`src/hdl/priority_periodic_task_dispatcher_unit_macros.svh`:
```
// ----------------------------------------------------------------------------
// Dispatcher assertion macros
// Concurrent assertion wrappers that compile away under synthesis.
// ----------------------------------------------------------------------------
`ifndef PRIORITY_PERIODIC_TASK_DISPATCHER_UNIT_MACROS_SVH
`define PRIORITY_PERIODIC_TASK_DISPATCHER_UNIT_MACROS_SVH
`ifndef SYNTHESIS
`define PPTD_ASSERT(label, clk, rst, prop) \
  label: assert property (@(posedge clk) disable iff (rst) prop) else $error("assertion failed");
`define PPTD_ASSERT_NR(label, clk, prop) \
  label: assert property (@(posedge clk) prop) else $error("assertion failed");
`else
`define PPTD_ASSERT(label, clk, rst, prop)
`define PPTD_ASSERT_NR(label, clk, prop)
`endif
`endif

```
`src/hdl/pptd_pkg.sv`:
```
// ----------------------------------------------------------------------------
// Dispatcher package
// Shared widths, command codes, slot states and control structs.
// ----------------------------------------------------------------------------
package pptd_pkg;
  localparam int SlotBits = 4;
  localparam int Slots = 16;
  localparam int TimeBits = 32;
  localparam int CntBits = 5;
  localparam logic [TimeBits-1:0] TimeMax = '1;

  typedef enum logic [2:0] {
    CMD_ADD = 3'd0, CMD_REMOVE = 3'd1, CMD_SUSPEND = 3'd2, CMD_RESUME = 3'd3,
    CMD_TICK = 3'd4, CMD_DISPATCH = 3'd5, CMD_COMPLETE = 3'd6, CMD_QUERY = 3'd7
  } cmd_t;

  localparam logic [2:0] ST_EMPTY = 3'd0;
  localparam logic [2:0] ST_READY = 3'd1;
  localparam logic [2:0] ST_RUNNING = 3'd2;
  localparam logic [2:0] ST_SUSPENDED = 3'd3;
  localparam logic [2:0] ST_TERMINATED = 3'd4;

  typedef struct packed {
    logic load;
    logic exec;
    logic scan_clear;
    logic scan_step;
    logic commit_pick;
    logic out_load;
  } ctrl_t;

  typedef struct packed {
    logic is_dispatch;
    logic scan_last;
  } stat_t;
endpackage

```
`src/hdl/pptd_ctrl.sv`:
```
// ----------------------------------------------------------------------------
// Dispatcher controller
// Sequences command capture, slot scan, execution and result hand-off.
// ----------------------------------------------------------------------------
module pptd_ctrl import pptd_pkg::*; (
  input  logic clk,
  input  logic rst,
  input  logic in_valid,
  output logic in_ready,
  input  logic out_valid,
  input  logic out_ready,
  input  stat_t stat,
  output ctrl_t ctrl
);
  typedef enum logic [3:0] {
    S_IDLE = 4'b0001, S_SCAN = 4'b0010, S_EXEC = 4'b0100, S_OUT = 4'b1000
  } state_t;
  state_t state, state_next;

  always_ff @(posedge clk) begin
    if (rst) state <= S_IDLE;
    else state <= state_next;
  end

  always_comb begin
    state_next = state;
    ctrl = '0;
    in_ready = 1'b0;
    unique case (state)
      S_IDLE: begin
        in_ready = 1'b1;
        if (in_valid) begin
          ctrl.load = 1'b1;
          ctrl.scan_clear = 1'b1;
          state_next = S_SCAN;
        end
      end
      S_SCAN: begin
        if (!stat.is_dispatch) state_next = S_EXEC;
        else begin
          ctrl.scan_step = 1'b1;
          if (stat.scan_last) state_next = S_EXEC;
        end
      end
      S_EXEC: begin
        ctrl.exec = 1'b1;
        ctrl.commit_pick = stat.is_dispatch;
        state_next = S_OUT;
      end
      S_OUT: begin
        if (!out_valid || out_ready) begin
          ctrl.out_load = 1'b1;
          state_next = S_IDLE;
        end
      end
      default: state_next = S_IDLE;
    endcase
  end
endmodule

```
`config.mk`:
```
export PLATFORM = sky130hd
export DESIGN_NAME = pptd_ctrl
export DESIGN_NICKNAME = d
export VERILOG_FILES = /design/src/hdl/priority_periodic_task_dispatcher_unit_macros.svh /design/src/hdl/pptd_pkg.sv /design/src/hdl/pptd_ctrl.sv
export SDC_FILE = /design/constraint.sdc
export NUM_CORES = 1
export LEC_CHECK = 0
export ABC_AREA = 1
export BUFFER_PORTS_ARGS = -buffer_cell sky130_fd_sc_hd__buf_2
export CAP_MARGIN = 25
export CORE_AREA = 4 4 41 43
export CTS_CLUSTER_SIZE = 30
export DETAILED_ROUTE_END_ITERATION = 6
export DIE_AREA = 0 0 45 47
export PLACE_DENSITY = 0.38
export SYNTH_ARGS = -nofsm -noshare
export SYNTH_HDL_FRONTEND = slang
export SYNTH_SLANG_ARGS = --single-unit
```
`constraint.sdc`:
```
create_clock -name clk -period 1.5 [get_ports clk]
set_input_delay 0.075 -clock clk [delete_from_list [all_inputs] [get_ports clk]]
set_output_delay 0.075 -clock clk [all_outputs]
set_load 0.01 [all_outputs]
```
==> metrics.csv <==
stage,metric,value,unit
run_status,status,completed,
hold_path,hold_class,in -> reg,
flow_run,cap_violations,0,
timing,hold_viol,0,
logic_synthesis,synth_top_area_frac,0.3122,
route,routedWlPerCell,8.250,µm
clock_tree,cts_resized,0,
pwr,irDropWorstVdd,0.0004196,V
logic_synthesis,synth-simple-area-share,0.4146,
timing,setup_ws,277.4,ps
logic_synthesis,yosysSeqAreaShare,0.3122,
placed_design,hpwl,505,µm
route,drc_errors,0,
timing,period_needed,1223,ps
clock_tree,cts_max_level,1,
critical_path,path_max_fanout,4,
route,vias_per_cell,3.944,
critical_path,endpoint_kind,output port,
layout,largest_reg_flops,4,
clock_tree,cts_setup_buffers,0,
floorplanning,die_w,45,µm
timing,holdWs,53.53,ps
global_routing,grt_max_degree,5,
layout,largest-register,state,
layout,drive_gt1_frac,0.3860,
clock_tree,clock_latency,230,ps
logic_synthesis,synth_cells,42,
pwr,p_leak,0.2140,nW
critical_path,arrival,1150,ps
critical_path,cp.required,1420,ps
critical_path,startpoint_type,flip-flop,
global_routing,grt_usage,0.07340,
critical_path,cp_num_buf_inv,1,
route,drt.antenna.violating_nets,0,
timing,setup_viol_count_final,0,
logic_synthesis,yosysMostFrequentCell,inv_1,
clock_tree,cts_made_buffers,3,
logic_synthesis,async_flop_share,0,
layout,num_antenna_cells,0,
timing,maxSlewHeadroom,0.8761,
global_routing,grt_pass1_vias,256,
logic_synthesis,ys_top_cells_by_area,"dfxtp_1 31%, inv_1 13%, nand3_1 12%",
logic_synthesis,synthXorXnorAreaFrac,0,
timing,fin_setup_tns,0,ps
critical_path,cp_top_family,simple AND/OR/NAND/NOR gates,
logic_synthesis,syn_nets,49,
logic_synthesis,synth.ff_latch_count,4,
clock_tree,clockBufferDepth,2,
logic_synthesis,synth_area,256.5,µm²
logic_synthesis,synthMuxAreaShare,0,
layout,nFillCells,166,
timing,fin_skew,2.465,ps
critical_path,cp_slowest_cell,dfxtp_1,
clock_tree,clkTransAtPathRegs,30,ps
route,vias,284,
global_routing,overflow,0,
floorplanning,core_area,1301,µm²
floorplanning,ios,14,
logic_synthesis,syn_avg_cell_area,6.107,µm²
global_routing,grt_pass1_wl,1.028,mm
global_routing,antenna_found_initial,0,
floorplanning,floorplan.initialDensity,0.1971,
timing,max_freq,0.8180,GHz
placed_design,place_congestion,0.7350,
placed_design,dpl_worst_slack,504.8,ps
logic_synthesis,synth_top_family_by_area,simple AND/OR/NAND/NOR gates,
layout,multi_input_area,127.6,µm²
logic_synthesis,yosysTopAreaCell,dfxtp_1,
logic_synthesis,synth_common_cells,"9 x inv_1, 8 x nor2_1, 6 x nand3_1, 4 x dfxtp_1, 4 x nand2_1",
floorplanning,num_rows,13,
logic_synthesis,synth-edff-count,0,
layout,seq_area,80.08,µm²
floorplanning,dieArea,2115,µm²
layout,reg_top3,state x4,
timing,tightest_slew,185.2,ps
clock_tree,postCtsHoldBufs,0,
route,wirelength,594,µm
route,drt_first_pass_iters,4,
placed_design,io_buffers,13,
timing,fin_crit_sh,0.8150,
timing,final_max_slew_viol_count,0,
critical_path,cp_cell_sequence,"nor2_1, nand3_1, nor2_1, buf_2",
timing,rsz0062_at_grt,false,
clock_tree,tritoncts,done,
layout,fin_util,0.2731,
critical_path,reg2reg_slack,520,ps
layout,fin_nets,66,
critical_path,crit_top_cell,nor2_1,
route,drtIter0Drc,3,
critical_path,path_class,reg -> out,
clock_tree,clock-sinks,4,
clock_tree,clock-root-buffer,clkbuf_4,
logic_synthesis,synth_cell_types,14,
floorplanning,die_h,47,µm
logic_synthesis,synth-compound-area-share,0.08293,
pwr,power.density,910.3,nW/µm²
critical_path,slowest_delay,320,ps
logic_synthesis,yosysWarnings,0,
layout,area.growth.synth_to_final,38.54,%
logic_synthesis,synth_adder_area_share,0,
logic_synthesis,synth_ff_type,dfxtp_1,
cell type report:
cell class                      instances  share of cell area
Clock buffer                            3             0.06338
Timing Repair Buffer                   13              0.1831
Sequential cell                         4              0.2254
Tap cell                               15             0.05282
Inverter                               11              0.1162
Multi-Input combinational cell         26              0.3592
kinds of logic (layout without fill, tap and decap cells):
group | Yosys count | after routing
and+or+nand+nor | 23 | 23
buffers and inverters | 12 | 27
DFF | 4 | 4
AOI/OAI and AO/OA | 3 | 3
per-stage QoR:
stage | std cells | area (µm²) | total power [mW]
after global placement | 69 | 332.8 | 0.1988
after global routing | 72 | 355.3 | 0.3575
final | 72 | 355.3 | 0.3235
after floorplan | 42 | 256.5 | 0.1738
after detailed placement | 69 | 332.8 | 0.1970
after CTS | 72 | 355.3 | 0.3335
worst register-to-register path: stages (launching register included):
cell	delay (ps)
dfxtp_1	320
nor2_1	180
nand3_1	170
nand3_1	120
o21bai_1	70
cells in the final DEF, fill, tap and decap left out, drive strengths merged:
cell	n
a21oi	2
buf	13
clkbuf	3
clkinv	1
dfxtp	4
inv	10
nand2	5
nand3	6
nand4	1
nor2	11
o21bai	1
where the power goes:
group / total, mW / internal, mW / switching [mW]
sequential: 0.120 / 0.114 / 0.00597
clock: 0.128 / 0.0892 / 0.0392
combinational: 0.0754 / 0.0313 / 0.0441
total: 0.323 / 0.234 / 0.0893
layer usage:
metal  track usage  vias up  share of wire
li1              -      158              -
met1       0.08617      113           0.48
met2       0.09605       13           0.40
met3       0.05747        0           0.12
met4       0.03509        0              0
met5             0        -              0
worst paths after layout:
kind / start / to / cells past startpoint
setup / recovery: state[0]$_SDFFE_PP1P_ / ctrl[1] / 4
hold / removal: rst / state[1]$_SDFFE_PP0P_ / 2
setup reg to reg: state[0]$_SDFFE_PP1P_ / state[0]$_SDFFE_PP1P_ / 4
hold reg to reg: state[2]$_SDFFE_PP0P_ / state[3]$_SDFFE_PP0P_ / 2
No activity file was read; power rests on OpenSTA's default activity.
