--- src/hdl/priority_periodic_task_dispatcher_unit_macros.svh ---
// ----------------------------------------------------------------------------
// Dispatcher assertion macros
// Concurrent assertion wrappers that compile away under synthesis.
// ----------------------------------------------------------------------------
`ifndef PRIORITY_PERIODIC_TASK_DISPATCHER_UNIT_MACROS_SVH
`define PRIORITY_PERIODIC_TASK_DISPATCHER_UNIT_MACROS_SVH
`ifndef SYNTHESIS
`define PPTD_ASSERT(label, clk, rst, prop) \
  label: assert property (@(posedge clk) disable iff (rst) prop) else $error("assertion failed");
`define PPTD_ASSERT_NR(label, clk, prop) \
  label: assert property (@(posedge clk) prop) else $error("assertion failed");
`else
`define PPTD_ASSERT(label, clk, rst, prop)
`define PPTD_ASSERT_NR(label, clk, prop)
`endif
`endif

--- src/hdl/pptd_pkg.sv ---
// ----------------------------------------------------------------------------
// Dispatcher package
// Shared widths, command codes, slot states and control structs.
// ----------------------------------------------------------------------------
package pptd_pkg;
  localparam int SlotBits = 4;
  localparam int Slots = 16;
  localparam int TimeBits = 32;
  localparam int CntBits = 5;
  localparam logic [TimeBits-1:0] TimeMax = '1;

  typedef enum logic [2:0] {
    CMD_ADD = 3'd0, CMD_REMOVE = 3'd1, CMD_SUSPEND = 3'd2, CMD_RESUME = 3'd3,
    CMD_TICK = 3'd4, CMD_DISPATCH = 3'd5, CMD_COMPLETE = 3'd6, CMD_QUERY = 3'd7
  } cmd_t;

  localparam logic [2:0] ST_EMPTY = 3'd0;
  localparam logic [2:0] ST_READY = 3'd1;
  localparam logic [2:0] ST_RUNNING = 3'd2;
  localparam logic [2:0] ST_SUSPENDED = 3'd3;
  localparam logic [2:0] ST_TERMINATED = 3'd4;

  typedef struct packed {
    logic load;
    logic exec;
    logic scan_clear;
    logic scan_step;
    logic commit_pick;
    logic out_load;
  } ctrl_t;

  typedef struct packed {
    logic is_dispatch;
    logic scan_last;
  } stat_t;
endpackage

--- src/hdl/pptd_dp.sv ---
// ----------------------------------------------------------------------------
// Dispatcher datapath
// Slot table, time counter, best-slot scan and result register.
// ----------------------------------------------------------------------------
module pptd_dp import pptd_pkg::*; (
  input  logic clk,
  input  logic rst,
  input  ctrl_t ctrl,
  output stat_t stat,
  input  logic [2:0] command,
  input  logic [3:0] slot,
  input  logic [2:0] priority_req,
  input  logic [15:0] period,
  input  logic fault,
  input  logic out_ready,
  output logic out_valid,
  output logic ok,
  output logic [3:0] chosen_slot,
  output logic [2:0] slot_state,
  output logic [2:0] slot_priority,
  output logic [31:0] run_count,
  output logic [31:0] busy_total,
  output logic [31:0] last_start,
  output logic [4:0] total_tasks,
  output logic [4:0] active_tasks
);
  logic [2:0] st [Slots];
  logic [2:0] pr [Slots];
  logic [15:0] per [Slots];
  logic [TimeBits-1:0] due [Slots];
  logic [TimeBits-1:0] lst [Slots];
  logic [31:0] runs [Slots];
  logic [31:0] busy [Slots];
  logic [15:0] ord [Slots];
  logic [TimeBits-1:0] time_now;
  logic [15:0] add_seq;

  cmd_t c_cmd;
  logic [3:0] c_slot;
  logic [2:0] c_prio;
  logic [15:0] c_per;
  logic c_fault;

  logic [SlotBits:0] scan_idx;
  logic found;
  logic [3:0] best;

  logic r_ok;
  logic [3:0] r_chosen;
  logic [2:0] r_state, r_prio;
  logic [31:0] r_runs, r_busy, r_last;

  logic [SlotBits-1:0] si;
  logic cand, beat;
  assign si = scan_idx[SlotBits-1:0];
  assign stat.is_dispatch = (c_cmd == CMD_DISPATCH);
  assign stat.scan_last = (scan_idx == 5'(Slots - 1));

  always_comb begin
    cand = (st[si] == ST_READY) && ((per[si] == '0) || (time_now >= due[si]));
    if (pr[si] != pr[best]) beat = pr[si] > pr[best];
    else if (lst[si] != lst[best]) beat = lst[si] < lst[best];
    else beat = ord[si] < ord[best];
  end

  logic [TimeBits-1:0] el;
  logic [32:0] busy_sum;
  logic [TimeBits:0] due_sum;
  always_comb begin
    el = (time_now >= lst[c_slot]) ? time_now - lst[c_slot] : '0;
    busy_sum = {1'b0, busy[c_slot]} + {1'b0, el};
    due_sum = {1'b0, time_now} + {{(TimeBits-15){1'b0}}, per[c_slot]};
  end

  always_ff @(posedge clk) begin
    if (ctrl.load) begin
      c_cmd <= cmd_t'(command);
      c_slot <= slot;
      c_prio <= priority_req;
      c_per <= period;
      c_fault <= fault;
    end
    if (ctrl.scan_clear) begin
      scan_idx <= '0;
      found <= 1'b0;
      best <= '0;
    end else if (ctrl.scan_step) begin
      scan_idx <= scan_idx + 5'd1;
      if (cand && (!found || beat)) begin
        best <= si;
        found <= 1'b1;
      end
    end
  end

  always_ff @(posedge clk) begin
    if (rst) begin
      for (int i = 0; i < Slots; i++) begin
        st[i] <= ST_EMPTY; pr[i] <= '0; per[i] <= '0; due[i] <= '0;
        lst[i] <= '0; runs[i] <= '0; busy[i] <= '0; ord[i] <= '0;
      end
      time_now <= '0;
      add_seq <= '0;
    end else if (ctrl.exec) begin
      r_ok <= 1'b0; r_chosen <= '0; r_state <= '0; r_prio <= '0;
      r_runs <= '0; r_busy <= '0; r_last <= '0;
      unique case (c_cmd)
        CMD_ADD: if (st[c_slot] == ST_EMPTY) begin
          st[c_slot] <= ST_READY; pr[c_slot] <= c_prio; per[c_slot] <= c_per;
          due[c_slot] <= time_now; lst[c_slot] <= time_now;
          runs[c_slot] <= '0; busy[c_slot] <= '0; ord[c_slot] <= add_seq;
          if (add_seq != 16'hFFFF) add_seq <= add_seq + 16'd1;
          r_ok <= 1'b1;
        end
        CMD_REMOVE: if (st[c_slot] != ST_EMPTY) begin
          st[c_slot] <= ST_EMPTY; pr[c_slot] <= '0; per[c_slot] <= '0;
          due[c_slot] <= '0; lst[c_slot] <= '0; runs[c_slot] <= '0;
          busy[c_slot] <= '0; ord[c_slot] <= '0;
          r_ok <= 1'b1;
        end
        CMD_SUSPEND: if (st[c_slot] != ST_EMPTY) begin
          st[c_slot] <= ST_SUSPENDED; r_ok <= 1'b1;
        end
        CMD_RESUME: if (st[c_slot] != ST_EMPTY) begin
          st[c_slot] <= ST_READY; r_ok <= 1'b1;
        end
        CMD_TICK: begin
          if (time_now != TimeMax) time_now <= time_now + 1'b1;
          r_ok <= 1'b1;
        end
        CMD_DISPATCH: if (found && ctrl.commit_pick) begin
          st[best] <= ST_RUNNING; lst[best] <= time_now;
          r_ok <= 1'b1; r_chosen <= best;
        end
        CMD_COMPLETE: if (st[c_slot] == ST_RUNNING) begin
          if (c_fault) st[c_slot] <= ST_TERMINATED;
          else begin
            if (runs[c_slot] != 32'hFFFF_FFFF) runs[c_slot] <= runs[c_slot] + 32'd1;
            busy[c_slot] <= busy_sum[32] ? 32'hFFFF_FFFF : busy_sum[31:0];
            st[c_slot] <= ST_READY;
            if (per[c_slot] != '0) due[c_slot] <= due_sum[TimeBits] ? TimeMax : due_sum[TimeBits-1:0];
          end
          r_ok <= 1'b1;
        end
        CMD_QUERY: if (st[c_slot] != ST_EMPTY) begin
          r_ok <= 1'b1; r_state <= st[c_slot]; r_prio <= pr[c_slot];
          r_runs <= runs[c_slot]; r_busy <= busy[c_slot]; r_last <= lst[c_slot];
        end
        default: ;
      endcase
    end
  end

  logic [4:0] tot, act;
  always_comb begin
    tot = '0; act = '0;
    for (int i = 0; i < Slots; i++) begin
      tot = tot + 5'(st[i] != ST_EMPTY);
      act = act + 5'((st[i] == ST_READY) || (st[i] == ST_RUNNING));
    end
  end

  always_ff @(posedge clk) begin
    if (rst) out_valid <= 1'b0;
    else if (ctrl.out_load) out_valid <= 1'b1;
    else if (out_ready) out_valid <= 1'b0;
    if (ctrl.out_load) begin
      ok <= r_ok; chosen_slot <= r_chosen; slot_state <= r_state; slot_priority <= r_prio;
      run_count <= r_runs; busy_total <= r_busy; last_start <= r_last;
      total_tasks <= tot; active_tasks <= act;
    end
  end
endmodule

--- config.mk ---
export PLATFORM = sky130hd
export DESIGN_NAME = pptd_dp
export DESIGN_NICKNAME = d
export VERILOG_FILES = /design/src/hdl/priority_periodic_task_dispatcher_unit_macros.svh /design/src/hdl/pptd_pkg.sv /design/src/hdl/pptd_dp.sv
export SDC_FILE = /design/constraint.sdc
export NUM_CORES = 2
export LEC_CHECK = 0
export BUFFER_PORTS_ARGS = -buffer_cell sky130_fd_sc_hd__buf_2
export CORE_ASPECT_RATIO = 1.75
export CORE_UTILIZATION = 39
export DETAILED_ROUTE_END_ITERATION = 10
export PLACE_DENSITY = 0.58
export SLEW_MARGIN = 40
export SYNTH_ARGS = -nofsm -noshare
export SYNTH_HDL_FRONTEND = slang
export SYNTH_SLANG_ARGS = --single-unit
--- constraint.sdc ---
create_clock -name clk -period 15 [get_ports clk]
set_input_delay 1.5 -clock clk [delete_from_list [all_inputs] [get_ports clk]]
set_output_delay 1.5 -clock clk [all_outputs]
set_load 0.005 [all_outputs]
==> impl_results.md <==
- Drt via density: approximately 6.1
- Fin crit period: between 9 and 10 ns
- Seq/Total Area, Yosys: 61.5%
- Placed inst area: between 150000 and 200000 um^2
- Critical path class: reg2reg
- Final hold violations: 0
- FMAX: ~100 MHz
- Placeable core region: approximately 370000 um^2
- Max-slew violations: 0
- HPWL after DPL: between 300 and 400 mm
- # port buffers: approximately 160
- Net Count, Synth: a little over 10000
- Avg Inst Size Synth: roughly 15 um^2
- FF+latch count, synth: between 2000 and 3000
- Fin cells: approximately 15000
- Clock Skew: ~0.085 ns
- Total power: around 20 mW
- Num CTS Buffers: between 200 and 300
- # nets final: about 10000
- CP required: around 16 ns
- Setup_tns: 0 ns
- Worst-skew pair later-pin latency: between 0.9 and 1 ns
- Setup WS post-layout: slightly above 5 ns
- Vias in the first global route: around 95000
- Max cap viols: 0
- Layout cell share with drive strength beyond 1: between 20 and 25%
- Power Internal: between 10 and 15 mW
- Post-synth EDFFs: between 2000 and 3000
- Flop pwr share: approximately half
- Std-Cell Rows: between 200 and 300
- Clock slew at reported path FFs: about 0.070 ns
- First-pass GRT wire length: about 680 mm
- Final number of setup-violating endpoints: 0
- Post-synth cell types: 81
- Die area: about 370000 um^2
- Syn Inst Count: 9909
- Clk buf depth: 4
- Initial DRC Count: ~10000
- Sw frac: 25.0%
- Worst-Margin Slew: 0.903 ns
- Overflow after GRT: 0
- Synthesis-to-finish area growth: 11.8%
- # IOs: around 160
- Worst hold path startpoint: r_state[0]$_SDFFCE_PN0P_
- R2R cell count: 27
- Post-CTS Repair Setup Buffers: 0
- Yosys warns: 0
- Fin util: between 40% and 50%
- Fillcell total: 32800
- Min-delay worst type: reg2reg
- Via count: about 91000
- DRT antenna net count: 0
- Worst Path Max Fanout: 82
- Post-cts resize count: 0
- Ys async rst share: 0%
- Relative slew margins: about two fifths
- Worst VDD drop: approximately 0.10 mV
- Commonest non-fill, non-tap cell in the layout: edfxtp_1
- H-Tree Depth: 5
- Routed wire per std cell: 32.3 um
- R2R setup slack: ~5.2 ns
- Lkg Pwr: 53.9 nW
- Most frequent cells in the layout: edfxtp_1, nor2_1, mux4_2
- Die Ht: roughly 810 um
- Netlist Area Pre-Place: around 140000 um^2
- Critical Path Sink Type: flop
- Main synth FF type: edfxtp_1
- Initial Util: between 30% and 40%
- PwrDens: around 120 nW/um^2
- Root buf cell: clkbuf_16
- DRC errors left: 0
- Routed wire length: 487 mm
- Status: complete, no violations
- Reg2reg end: busy[4][4]$_SDFFCE_PN0P_
- Clock power frac: roughly two fifths
- Dpl cells: around 15000
- Yosys top cell area share: roughly three fifths
- Sw power: approximately 5 mW
- Combinational share of power: a little under an eighth
- CP startpoint kind: flop
- Critical path data arrival time: 10.43 ns
- Area contributors post-synth: edfxtp_1, mux4_2, nor2_1
- GRT Total Usage: 25.9%
- CTS tree: done
- Crit path to: busy[4][4]$_SDFFCE_PN0P_
- Hold_ws: approximately 0.39 ns
- Area leader, netlist: edfxtp_1
- RSZ-0062 raised after global routing: no
- Cell area after layout: between 150000 and 200000 um^2
- Dpl ws: approximately 5.3 ns
- Initial antenna violation count: 26
- Largest net degree at the start of global routing: 129
- Chip width: about 460 um
- Drt pass-1 iters: 6
- Hold Buf Count CTS: 0
- Tcrit/Tclk final: about two thirds
- Routability cong.: ~0.93
- CTS sink count: between 2000 and 3000
[metal layers]
layer  GRT usage (%)  wire length [um]
met3            3.60             37900
met4            16.9             36800
met2            45.2            249000
met1            29.7            164000
met5               0                44
[logic make-up after synthesis]
logic type | count (synthesis) | share of synthesized area (%)
flops | 2978 | 61.5
compound gates | 533 | 2.51
buf+inv | 970 | 2.75
fa+ha+maj | 200 | 1.85
simple gates | 3801 | 10.9
xor+xnor | 145 | 0.880
mux | 1282 | 19.7
[area by class of cell]
class / instances / area (um^2) / share of cell area, %
sequential: 2978 / 88800 / 55.0
multi-input combinational: 5961 / 52500 / 32.5
clock buffer: 372 / 7960 / 4.93
tap: 4900 / 6130 / 3.80
timing repair buffer: 484 / 3540 / 2.19
clock inverter: 167 / 1800 / 1.11
inverter: 182 / 696 / 0.431
antenna: 18 / 45.0 / 0.0279
[critical path, stage by stage, from the launching register on]
cell,delay [ns]
dfxtp_4,0.80
buf_12,0.52
buf_16,0.35
mux4_2,0.35
mux4_2,0.59
inv_1,0.15
ha_1,0.28
nor2b_1,0.19
o21ai_0,0.24
a21oi_1,0.14
o311ai_0,0.38
o2111ai_1,0.25
a21oi_1,0.32
o211ai_1,0.17
a311oi_4,0.26
buf_4,0.38
nor2_1,0.11
ha_1,0.24
fa_1,0.46
a211oi_1,0.34
nor2_1,0.16
o41a_1,0.44
o2111ai_1,0.28
a21oi_1,0.14
o2111ai_1,0.37
and2_1,0.66
o21a_1,0.64
nor2_1,0.11
[synth_stat cells (89+ instances only)]
master	n
ha_1	177
clkbuf_1	550
nand2_1	296
mux4_2	1242
inv_1	181
nand2b_1	108
buf_2	99
edfxtp_1	2907
a21oi_1	146
buf_1	105
nor2_1	2901
o21ai_0	89
[registers in the layout, summed over array words and instances (netlist names), 16 cells and up, named ones only]
| signal | cells |
|---|---|
| add_seq | 16 |
| busy | 512 |
| busy_total | 32 |
| c_per | 16 |
| due | 512 |
| last_start | 32 |
| lst | 512 |
| ord | 256 |
| per | 256 |
| pr | 48 |
| r_busy | 32 |
| r_last | 32 |
| r_runs | 32 |
| run_count | 32 |
| runs | 512 |
| st | 48 |
| time_now | 32 |
[how the worst min path moves through the flow]
stage          cells past startpoint                       end  slack [ns]
2_1_floorplan                      0   busy_total[0]$_DFFE_PP_        0.40
3_3_place_gp                       0  last_start[18]$_DFFE_PP_        0.41
3_5_place_dp                       0  busy_total[26]$_DFFE_PP_        0.40
4_1_cts                            0   slot_state[0]$_DFFE_PP_        0.39
5_1_grt                            0   slot_state[0]$_DFFE_PP_        0.40
6_report                           0   slot_state[0]$_DFFE_PP_        0.39
[power groups by stage]
stage	Combinational, mW	Sequential (mW)	Clock, mW
floorplan	1.39	9.66	0
global placement	2.16	9.71	0
detailed placement	2.19	9.73	0
CTS	2.20	9.56	7.81
global route	2.31	9.58	8.08
finish	2.21	9.56	7.72
Note: power is estimated with default switching activity, not from simulation.
